$ cat config.mk
export PLATFORM = sky130hd
export DESIGN_NAME = signed_decimal_seven_segment_writer
export DESIGN_NICKNAME = d
export VERILOG_FILES = /design/src/sv/sdsw_pkg.sv /design/src/sv/signed_decimal_seven_segment_writer.sv
export SDC_FILE = /design/constraint.sdc
export NUM_CORES = 1
export LEC_CHECK = 0
export BUFFER_PORTS_ARGS = -buffer_cell sky130_fd_sc_hd__buf_4
export CAP_MARGIN = 20
export CORE_MARGIN = 1
export CORE_UTILIZATION = 60
export CTS_CLUSTER_DIAMETER = 30
export DETAILED_ROUTE_END_ITERATION = 10
export PLACE_DENSITY = 0.75
export SLEW_MARGIN = 10
export SYNTH_ARGS = -nofsm -noshare
export SYNTH_HDL_FRONTEND = slang
export SYNTH_SLANG_ARGS = --single-unit
$ cat constraint.sdc
create_clock -name aclk -period 12.04 [get_ports aclk]
set_clock_uncertainty 0.2 [all_clocks]
set_input_delay 0.602 -clock aclk [delete_from_list [all_inputs] [get_ports aclk]]
set_output_delay 0.602 -clock aclk [all_outputs]
set_load 0.05 [all_outputs]
$ cat src/sv/sdsw_pkg.sv
// constants, types and the control program of the seven-segment writer
package sdsw_pkg;

    localparam int DISPLAY_COUNT = 8;
    localparam int POS_W = $clog2(DISPLAY_COUNT + 1);
    localparam int VALUE_W = 32;
    localparam int DP_W = 3;
    localparam int CODE_W = 8;
    localparam int OUT_POS_W = 3;
    localparam int PROD_W = 2 * VALUE_W;
    localparam int RECIP_SHIFT = 35;

    // ceil(2^35 / 10), exact quotient for every 32-bit dividend
    localparam logic [VALUE_W-1:0] RECIP_TEN = 32'hCCCC_CCCD;
    localparam logic [CODE_W-1:0] MINUS_CODE = 8'd2;
    localparam logic [CODE_W-1:0] BLANK_CODE = 8'd0;

    typedef enum logic [2:0] {
        S_IDLE,
        S_MUL,
        S_DIGIT,
        S_SIGN,
        S_MINUS,
        S_FILL,
        S_BLANK
    } step_t;

    typedef enum logic [2:0] {
        OP_NONE,
        OP_LOAD,
        OP_MUL,
        OP_DIGIT,
        OP_MINUS,
        OP_BLANK
    } op_t;

    typedef enum logic [2:0] {
        C_ALWAYS,
        C_IN_VALID,
        C_MORE_DIGITS,
        C_NEG,
        C_POS_END
    } cond_t;

    typedef struct packed {
        op_t   op;
        cond_t cond;
        step_t taken;
        step_t fall;
    } uword_t;

    function automatic uword_t ucode(input step_t step);
        uword_t w;
        case (step)
            S_IDLE:  w = '{OP_LOAD,  C_IN_VALID,    S_MUL,   S_IDLE};
            S_MUL:   w = '{OP_MUL,   C_ALWAYS,      S_DIGIT, S_DIGIT};
            S_DIGIT: w = '{OP_DIGIT, C_MORE_DIGITS, S_MUL,   S_SIGN};
            S_SIGN:  w = '{OP_NONE,  C_NEG,         S_MINUS, S_FILL};
            S_MINUS: w = '{OP_MINUS, C_ALWAYS,      S_FILL,  S_FILL};
            S_FILL:  w = '{OP_NONE,  C_POS_END,     S_IDLE,  S_BLANK};
            S_BLANK: w = '{OP_BLANK, C_ALWAYS,      S_FILL,  S_FILL};
            default: w = '{OP_NONE,  C_ALWAYS,      S_IDLE,  S_IDLE};
        endcase
        return w;
    endfunction

    function automatic logic [CODE_W-1:0] seg_code(input logic [3:0] digit);
        logic [CODE_W-1:0] c;
        case (digit)
            4'd0:    c = 8'd252;
            4'd1:    c = 8'd96;
            4'd2:    c = 8'd218;
            4'd3:    c = 8'd242;
            4'd4:    c = 8'd102;
            4'd5:    c = 8'd182;
            4'd6:    c = 8'd190;
            4'd7:    c = 8'd224;
            4'd8:    c = 8'd254;
            4'd9:    c = 8'd246;
            default: c = 8'd0;
        endcase
        return c;
    endfunction

endpackage

$ cat src/sv/signed_decimal_seven_segment_writer.sv
// signed value to seven-segment display writes, driven by a small control program
//
// s_ channel: one signed scaled value per item in s_tdata.
// m_ channel: one write per display, position 0 (rightmost) first; tlast marks
// the write to the leftmost display. DISPLAY_COUNT writes per input item.
// cfg_we / cfg_wdata set the decimal point position (reset value 1).
// Each digit runs a multiply step (a 32x32 reciprocal multiply for the divide
// by ten), then a digit step for the remainder and the write. Minus has its own
// write step; each blank runs a fill check step, then a blank write step.
// After accept the program runs the multiply step, then the first digit step
// loads the first write into the output register.
// s_tready is high only while the program waits at its idle step, so a new
// item is taken only once the program has gone from the last write of the run
// through the fill check (after a final digit, the sign check first) to idle.
// A stalled sink holds the output register and the program waits at its
// current write step; nothing is dropped.
// aresetn (synchronous, active low) returns the program to idle, empties the
// output register and sets the decimal places to 1.
module signed_decimal_seven_segment_writer
    import sdsw_pkg::*;
(
    input  logic        aclk,
    input  logic        aresetn,
    input  logic        cfg_we,
    input  logic [2:0]  cfg_wdata,
    input  logic        s_tvalid,
    output logic        s_tready,
    input  logic [31:0] s_tdata,   // scaled_value[31:0]
    output logic        m_tvalid,
    input  logic        m_tready,
    output logic [15:0] m_tdata,   // segment_code[7:0], position[10:8], zero fill
    output logic        m_tlast    // last
);

    step_t                 step_reg, step_next;
    logic [DP_W-1:0]       dp_reg, dp_next;
    logic [VALUE_W-1:0]    mag_reg, mag_next;
    logic                  neg_reg, neg_next;
    logic [POS_W-1:0]      pos_reg, pos_next;
    logic [PROD_W-1:0]     prod_reg, prod_next;
    logic                  m_tvalid_reg, m_tvalid_next;
    logic [CODE_W-1:0]     code_reg, code_next;
    logic [OUT_POS_W-1:0]  opos_reg, opos_next;
    logic                  last_reg, last_next;

    uword_t                uw;
    logic                  out_free;
    logic                  emits;
    logic                  hold;
    logic                  cond_ok;
    logic [VALUE_W-1:0]    quot;
    logic [VALUE_W-1:0]    rem_full;
    logic [3:0]            digit;
    logic [POS_W-1:0]      pos_inc;
    logic [POS_W-1:0]      limit;
    logic [POS_W-1:0]      dp_ext;
    logic                  point;
    logic [CODE_W-1:0]     emit_code;

    assign uw       = ucode(step_reg);
    assign out_free = !m_tvalid_reg || m_tready;
    assign emits    = (uw.op == OP_DIGIT) || (uw.op == OP_MINUS) || (uw.op == OP_BLANK);
    assign hold     = emits && !out_free;

    assign quot     = VALUE_W'(prod_reg[PROD_W-1:RECIP_SHIFT]);
    assign rem_full = mag_reg - ((quot << 3) + (quot << 1));
    assign digit    = rem_full[3:0];
    assign pos_inc  = pos_reg + POS_W'(1);
    assign limit    = POS_W'(DISPLAY_COUNT) - POS_W'(neg_reg);
    assign dp_ext   = POS_W'(dp_reg);
    assign point    = (pos_reg == dp_ext);

    always_comb begin
        case (uw.op)
            OP_DIGIT: emit_code = seg_code(digit) + CODE_W'(point);
            OP_MINUS: emit_code = MINUS_CODE;
            default:  emit_code = BLANK_CODE;
        endcase
    end

    always_comb begin
        case (uw.cond)
            C_ALWAYS:      cond_ok = 1'b1;
            C_IN_VALID:    cond_ok = s_tvalid;
            C_MORE_DIGITS: cond_ok = (pos_inc < limit) && ((quot != '0) || (pos_inc <= dp_ext));
            C_NEG:         cond_ok = neg_reg;
            C_POS_END:     cond_ok = (pos_reg >= POS_W'(DISPLAY_COUNT));
            default:       cond_ok = 1'b0;
        endcase
    end

    assign s_tready = (uw.op == OP_LOAD);

    always_comb begin
        step_next     = step_reg;
        dp_next       = cfg_we ? cfg_wdata : dp_reg;
        mag_next      = mag_reg;
        neg_next      = neg_reg;
        pos_next      = pos_reg;
        prod_next     = prod_reg;
        m_tvalid_next = m_tvalid_reg && !m_tready;
        code_next     = code_reg;
        opos_next     = opos_reg;
        last_next     = last_reg;
        if (!hold) begin
            step_next = cond_ok ? uw.taken : uw.fall;
            case (uw.op)
                OP_LOAD: begin
                    if (s_tvalid) begin
                        neg_next = s_tdata[VALUE_W-1];
                        mag_next = s_tdata[VALUE_W-1] ? (VALUE_W'(0) - s_tdata) : s_tdata;
                        pos_next = '0;
                    end
                end
                OP_MUL: begin
                    prod_next = PROD_W'(mag_reg) * PROD_W'(RECIP_TEN);
                end
                OP_DIGIT, OP_MINUS, OP_BLANK: begin
                    if (uw.op == OP_DIGIT) begin
                        mag_next = quot;
                    end
                    m_tvalid_next = 1'b1;
                    code_next     = emit_code;
                    opos_next     = pos_reg[OUT_POS_W-1:0];
                    last_next     = (pos_reg == POS_W'(DISPLAY_COUNT - 1));
                    pos_next      = pos_inc;
                end
                default: begin
                end
            endcase
        end
    end

    always_ff @(posedge aclk) begin
        if (!aresetn) begin
            step_reg     <= S_IDLE;
            dp_reg       <= DP_W'(1);
            m_tvalid_reg <= 1'b0;
        end else begin
            step_reg     <= step_next;
            dp_reg       <= dp_next;
            m_tvalid_reg <= m_tvalid_next;
        end
        mag_reg  <= mag_next;
        neg_reg  <= neg_next;
        pos_reg  <= pos_next;
        prod_reg <= prod_next;
        code_reg <= code_next;
        opos_reg <= opos_next;
        last_reg <= last_next;
    end

    assign m_tvalid = m_tvalid_reg;
    assign m_tdata  = {5'b0, opos_reg, code_reg};
    assign m_tlast  = last_reg;

endmodule
==> reports/results.ini, run 1 <==
[critical_path]
end_kind=flop
rrSetupSlack_ps=4060
crit_fanout=7
r2r_start=mag_reg[9]$_DFFE_PP_
crit_arrival_ps=7890
startpoint=mag_reg[9]$_DFFE_PP_
path_class=flop to flop
critPathCapture=prod_reg[63]$_DFFE_PP_
startpoint_type=flop
r2r_end=prod_reg[63]$_DFFE_PP_
required_ps=11950
reg2regPathDepth=22

[sta]
setup_tns_ps=0
tightestPinTransition_ps=1060
period_share_pct=66.3
fin_hold_ws_ps=248
setup_viol_count_final=0
fin_crit_ps=7980
slew_headroom_pct=29.1
rsz0062_at_grt=false
hold_violations=0
drv_slew=0
max_freq_mhz=125

[synthesis]
synth_most_common_cell=inv_1
synth_compound_gate_area_share_pct=8.12
netlist_top_cells_area=fa_1 36%, ha_1 21%, edfxtp_1 11%
syn-cell-area_mm2=0.0212
synthDistinctLibCells=69
yosys.area.top_type=fa_1
synth_cells=2098
synth_edf_count=78
synthAdderAreaFrac_pct=57.9
synth-main-ff-cell=edfxtp_1
synth-simple-area-share_pct=6.03
synth_top_family_by_area=adder cells
synthXorXnorAreaFrac_pct=4.88
yosysSeqAreaShare_pct=11.7
muxShareOfSynthArea_pct=0.242
synth_common_cells=589 x inv_1, 386 x fa_1, 363 x ha_1
syn_avg_cell_area_um2=10.1
synth_seq_cells=85
yosysWarnings=0
synth_top_area_share_pct=36.5
synth-async-reset-ratio_pct=0

[place]
place_congestion=1.06
dp.cells=2581
portBuffers=53
hpwlAfterDp_mm=53.8

[cts]
cts_setup_buffers=0
cts_tree=done
cts_root_buf=clkbuf_16
clock_sinks=85
ctsLongestPathBuffers=2
h-tree-depth=3
hold_buffers=0
path_clk_slew_ps=90
cts.repair.resized=0
clk-insertion-delay-late_ps=380
cts_buffers=9

[final_layout]
final_nets=2926
n_antenna_cell=0
stdcell_count=2597
drive_above_1_share_pct=4.39
final_core_util_pct=64.6
area_delta_synth_final_pct=5.53
largest_register_ffs=32

[floorplanning]
dieHeight_um=190
dieWidth_um=190
start_util_pct=61.2
core_area_mm2=0.0346
die_area_mm2=0.0361
rows=68
pin_count=59

[detailed_routing]
vias_per_cell=5.67
vias=14700
drt_iter0_markers=1147
drtAntennaViolNets=0
first_pass_iters=5
drc=0
wl_per_cell_um=23.5
wl_mm=61.0

[global_route]
grt_first_pass_wirelength_mm=94.6
grt_pass1_vias=16100
grt_antenna_before_repair=1
grt_usage_pct=36.5
overflow=0
grt_max_degree=65

[status]
status=finished clean

[run]
maxCapViolations=0

[hold_path]
hp-class=input port to flop

[per-layer routing]
metal / global-route usage (%) / vias up / routed length, um / share of wire (%)
met5: 0 / - / 0 / 0
met4: 9.96 / 0 / 1700 / 2.8
met2: 54.6 / 631 / 26800 / 44
met1: 49.6 / 7350 / 25600 / 42
li1: - / 6649 / - / -
met3: 13.7 / 98 / 6980 / 11
[critical path, cell delays in order (launching register included)]
cell      delay (ps)
edfxtp_1         650
ha_1             430
inv_1            170
fa_1             600
inv_1             70
fa_1             570
inv_1             80
fa_1             520
inv_1             60
fa_1             450
fa_1             520
fa_1             560
fa_1             440
ha_1             380
a21oi_1          230
o21ai_0          180
a211oi_1         290
nand2_1          160
o311ai_4         380
a31oi_4          190
a311oi_2         340
o31a_1           180
xnor2_1           60
[cell families (layout without fill, tap and decap cells)]
| family | Yosys count | in the layout |
|---|---|---|
| compound gates | 263 | 263 |
| xor+xnor | 118 | 118 |
| fa+ha+maj | 749 | 749 |
| buf+inv | 621 | 661 |
| flops | 85 | 85 |
| mux | 5 | 5 |
| other cells | 1 | 5 |
| simple gates | 256 | 256 |
[worst min-delay path by stage]
stage | start | to | slack, ps | cells past startpoint
2_1_floorplan | dp_reg[0]$_SDFFE_PN1P_ | dp_reg[0]$_SDFFE_PN1P_ | 250 | 2
3_3_place_gp | dp_reg[0]$_SDFFE_PN1P_ | dp_reg[0]$_SDFFE_PN1P_ | 260 | 2
3_5_place_dp | dp_reg[0]$_SDFFE_PN1P_ | dp_reg[0]$_SDFFE_PN1P_ | 280 | 2
4_1_cts | aresetn | dp_reg[0]$_SDFFE_PN1P_ | 250 | 2
5_1_grt | aresetn | dp_reg[0]$_SDFFE_PN1P_ | 260 | 2
6_report | aresetn | dp_reg[0]$_SDFFE_PN1P_ | 250 | 2
[cell type report]
class,instances,area [um2]
timing repair buffer,56,420
multi-input combinational,1396,16400
sequential,85,2480
tap,455,569
clock inverter,6,71.3
clock buffer,10,229
inverter,589,2210
fill,2808,12300
[placed cells by master, fill, tap and decap left out, types with 6 or more instances in the layout]
master,Yosys,routed
nand2_1,107,107
and3_1,6,6
clkbuf_16,0,9
xnor2_1,41,41
nand4_1,11,11
o31ai_1,12,12
and4_1,6,6
inv_1,589,589
edfxtp_1,78,78
a21o_1,50,50
o21ai_0,79,79
xor2_1,77,77
fa_1,386,386
buf_4,6,56
nor3_1,10,10
nor2b_1,20,19
nor4_1,10,10
a21oi_1,65,65
dfxtp_1,7,7
nor2_1,30,29
nand2b_1,15,15
and2_1,14,14
nand3_1,11,11
ha_1,363,363
[through the flow]
| stage | area [um2] | setup WS, ps |
|---|---|---|
| after floorplan | 21200 | 5120 |
| after CTS | 22400 | 4150 |
| after global routing | 22400 | 3750 |
| after global placement | 22100 | 4240 |
| after detailed placement | 22100 | 4200 |
| final | 22400 | 4060 |
Power of run 1 is left out: the tool's default activity adds up to more than one toggle a clock period on the data nets, which glitch-free logic cannot reach.
==> inputs of run 2 (changes only) <==
- ABC_AREA: unset -> 1
- clock period: 12.04 -> 7.8 ns (I/O delays scaled with it)
==> reports/results.ini, run 2 <==
[status]
status=finished clean

[cts]
cts_setup_buffers=0
cts.repair.resized=0
h-tree-depth=3
cts_root_buf=clkbuf_16
ctsLongestPathBuffers=2
clock_sinks=85
cts_buffers=9
clk-insertion-delay-late_ps=380
cts_tree=done
hold_buffers=0
path_clk_slew_ps=80

[detailed_routing]
wl_per_cell_um=22.4
drtAntennaViolNets=0
wl_mm=77.5
vias=19100
drc=0
drt_iter0_markers=1612
vias_per_cell=5.52
first_pass_iters=7

[floorplanning]
rows=72
dieWidth_um=200
die_area_mm2=0.0400
pin_count=59
start_util_pct=60.9
dieHeight_um=200
core_area_mm2=0.0386

[synthesis]
synthDistinctLibCells=46
yosysSeqAreaShare_pct=10.5
synth-main-ff-cell=edfxtp_1
syn_avg_cell_area_um2=8.18
yosys.area.top_type=fa_1
syn-cell-area_mm2=0.0235
synth_edf_count=78
synth_seq_cells=85
synth-async-reset-ratio_pct=0
netlist_top_cells_area=fa_1 33%, ha_1 19%, inv_1 13%
synth_top_area_share_pct=32.8
yosysWarnings=0
synth_most_common_cell=inv_1
synth_cells=2879
synth_common_cells=827 x inv_1, 559 x nand2_1, 386 x fa_1

[critical_path]
startpoint_type=flop
slowest_stage=ha_1
end_kind=flop
path_class=flop to flop
max_stage_delay_ps=590
crit_fanout=5
cpMostUsedCell=fa_1
required_ps=7700
crit_arrival_ps=7210
path_cells=ha_1 > inv_1 > fa_1 > inv_1 > fa_1 > inv_1 > fa_1 > inv_1 > fa_1 > fa_1 > fa_1 > inv_1 > fa_1 > inv_1 > ha_1 > nand2_1 > nor2_1 > inv_2 > nor2_2 > nand2_1 > nor3_1 > nand2_1 > nand4_1 > nand2_1

[global_route]
grt_usage_pct=40.7
grt_antenna_before_repair=0
grt_pass1_vias=19900
grt_max_degree=46
grt_first_pass_wirelength_mm=117
overflow=0

[final_layout]
drive_above_1_share_pct=4.28
final_nets=3726
multiInputGateArea_mm2=0.0178
area_delta_synth_final_pct=5.73
n_antenna_cell=0
largest_register_ffs=32
layout_commonest_cell=inv_1
final_cell_mix=827 x inv_1, 559 x nand2_1, 386 x fa_1, 363 x ha_1, 181 x nor2_1
regArea_mm2=0.00248
fillers=3343

[place]
hpwlAfterDp_mm=69.2
portBuffers=53
place_congestion=1.06

[sta]
hold_violations=0
drv_slew=0
rsz0062_at_grt=false
setup_viol_count_final=0
tightestPinTransition_ps=859
setup_tns_ps=0
period_share_pct=93.7
max_freq_mhz=137
fin_crit_ps=7310
slew_headroom_pct=42.5

[run]
maxCapViolations=0

[hold_path]
hp-class=input port to flop

## run 2: path summary, 6_finish.rpt
path                            cells past startpoint                      to  slack, ps              startpoint
worst max-delay path                               24  prod_reg[50]$_DFFE_PP_        490   mag_reg[21]$_DFFE_PP_
worst min-delay path                                2  dp_reg[0]$_SDFFE_PN1P_         30                 aresetn
worst max register to register                     24  prod_reg[50]$_DFFE_PP_        490   mag_reg[21]$_DFFE_PP_
worst min register to register                      2  dp_reg[0]$_SDFFE_PN1P_        280  dp_reg[0]$_SDFFE_PN1P_
## run 2: routing by layer
layer | wire length (um) | global-route usage [%]
met3 | 6990 | 8.18
met2 | 34700 | 63.4
met5 | 0 | 0
met4 | 3780 | 17.9
met1 | 32100 | 55.2
## run 2: cells by family (layout without fill, tap and decap cells)
| family | Yosys count | after routing | synth area share, % |
|---|---|---|---|
| xor+xnor | 75 | 75 | 2.82 |
| fa+ha+maj | 749 | 749 | 52.1 |
| flops | 85 | 85 | 10.5 |
| buf+inv | 857 | 916 | 13.8 |
| simple gates | 899 | 899 | 15.8 |
| compound gates | 213 | 213 | 4.95 |
| other cells | 1 | 5 | 0.0159 |
## run 2: critical path: cells and delay by family (launching register included)
| family | cells | cell delay (ps) |
|---|---|---|
| adders and majority gates | 9 | 4570 |
| and+or+nand+nor | 8 | 1180 |
| buffers and inverters | 7 | 500 |
| DFF | 1 | 560 |
## run 2: final cells by class
type | count | share of cell area (%)
clock inverters | 6 | 0.206
inverters | 836 | 12.6
multi-input cells | 1941 | 71.7
flip-flops and latches | 85 | 9.97
repair buffers | 64 | 1.93
well taps | 518 | 2.60
clock buffers | 10 | 1.01
## run 2: metrics by stage
stage,setup WS [ps],std cells,util (%),hold WS (ps),area [um2]
final,490,3460,64.4,28.7,24900
after global routing,227,3460,64.4,36.7,24900
after CTS,556,3459,64.4,17.2,24900
after detailed placement,619,3443,63.6,254,24600
after global placement,568,3443,63.6,265,24600
after floorplan,1650,2883,-,235,23600
Power of run 2 is left out for the same reason.
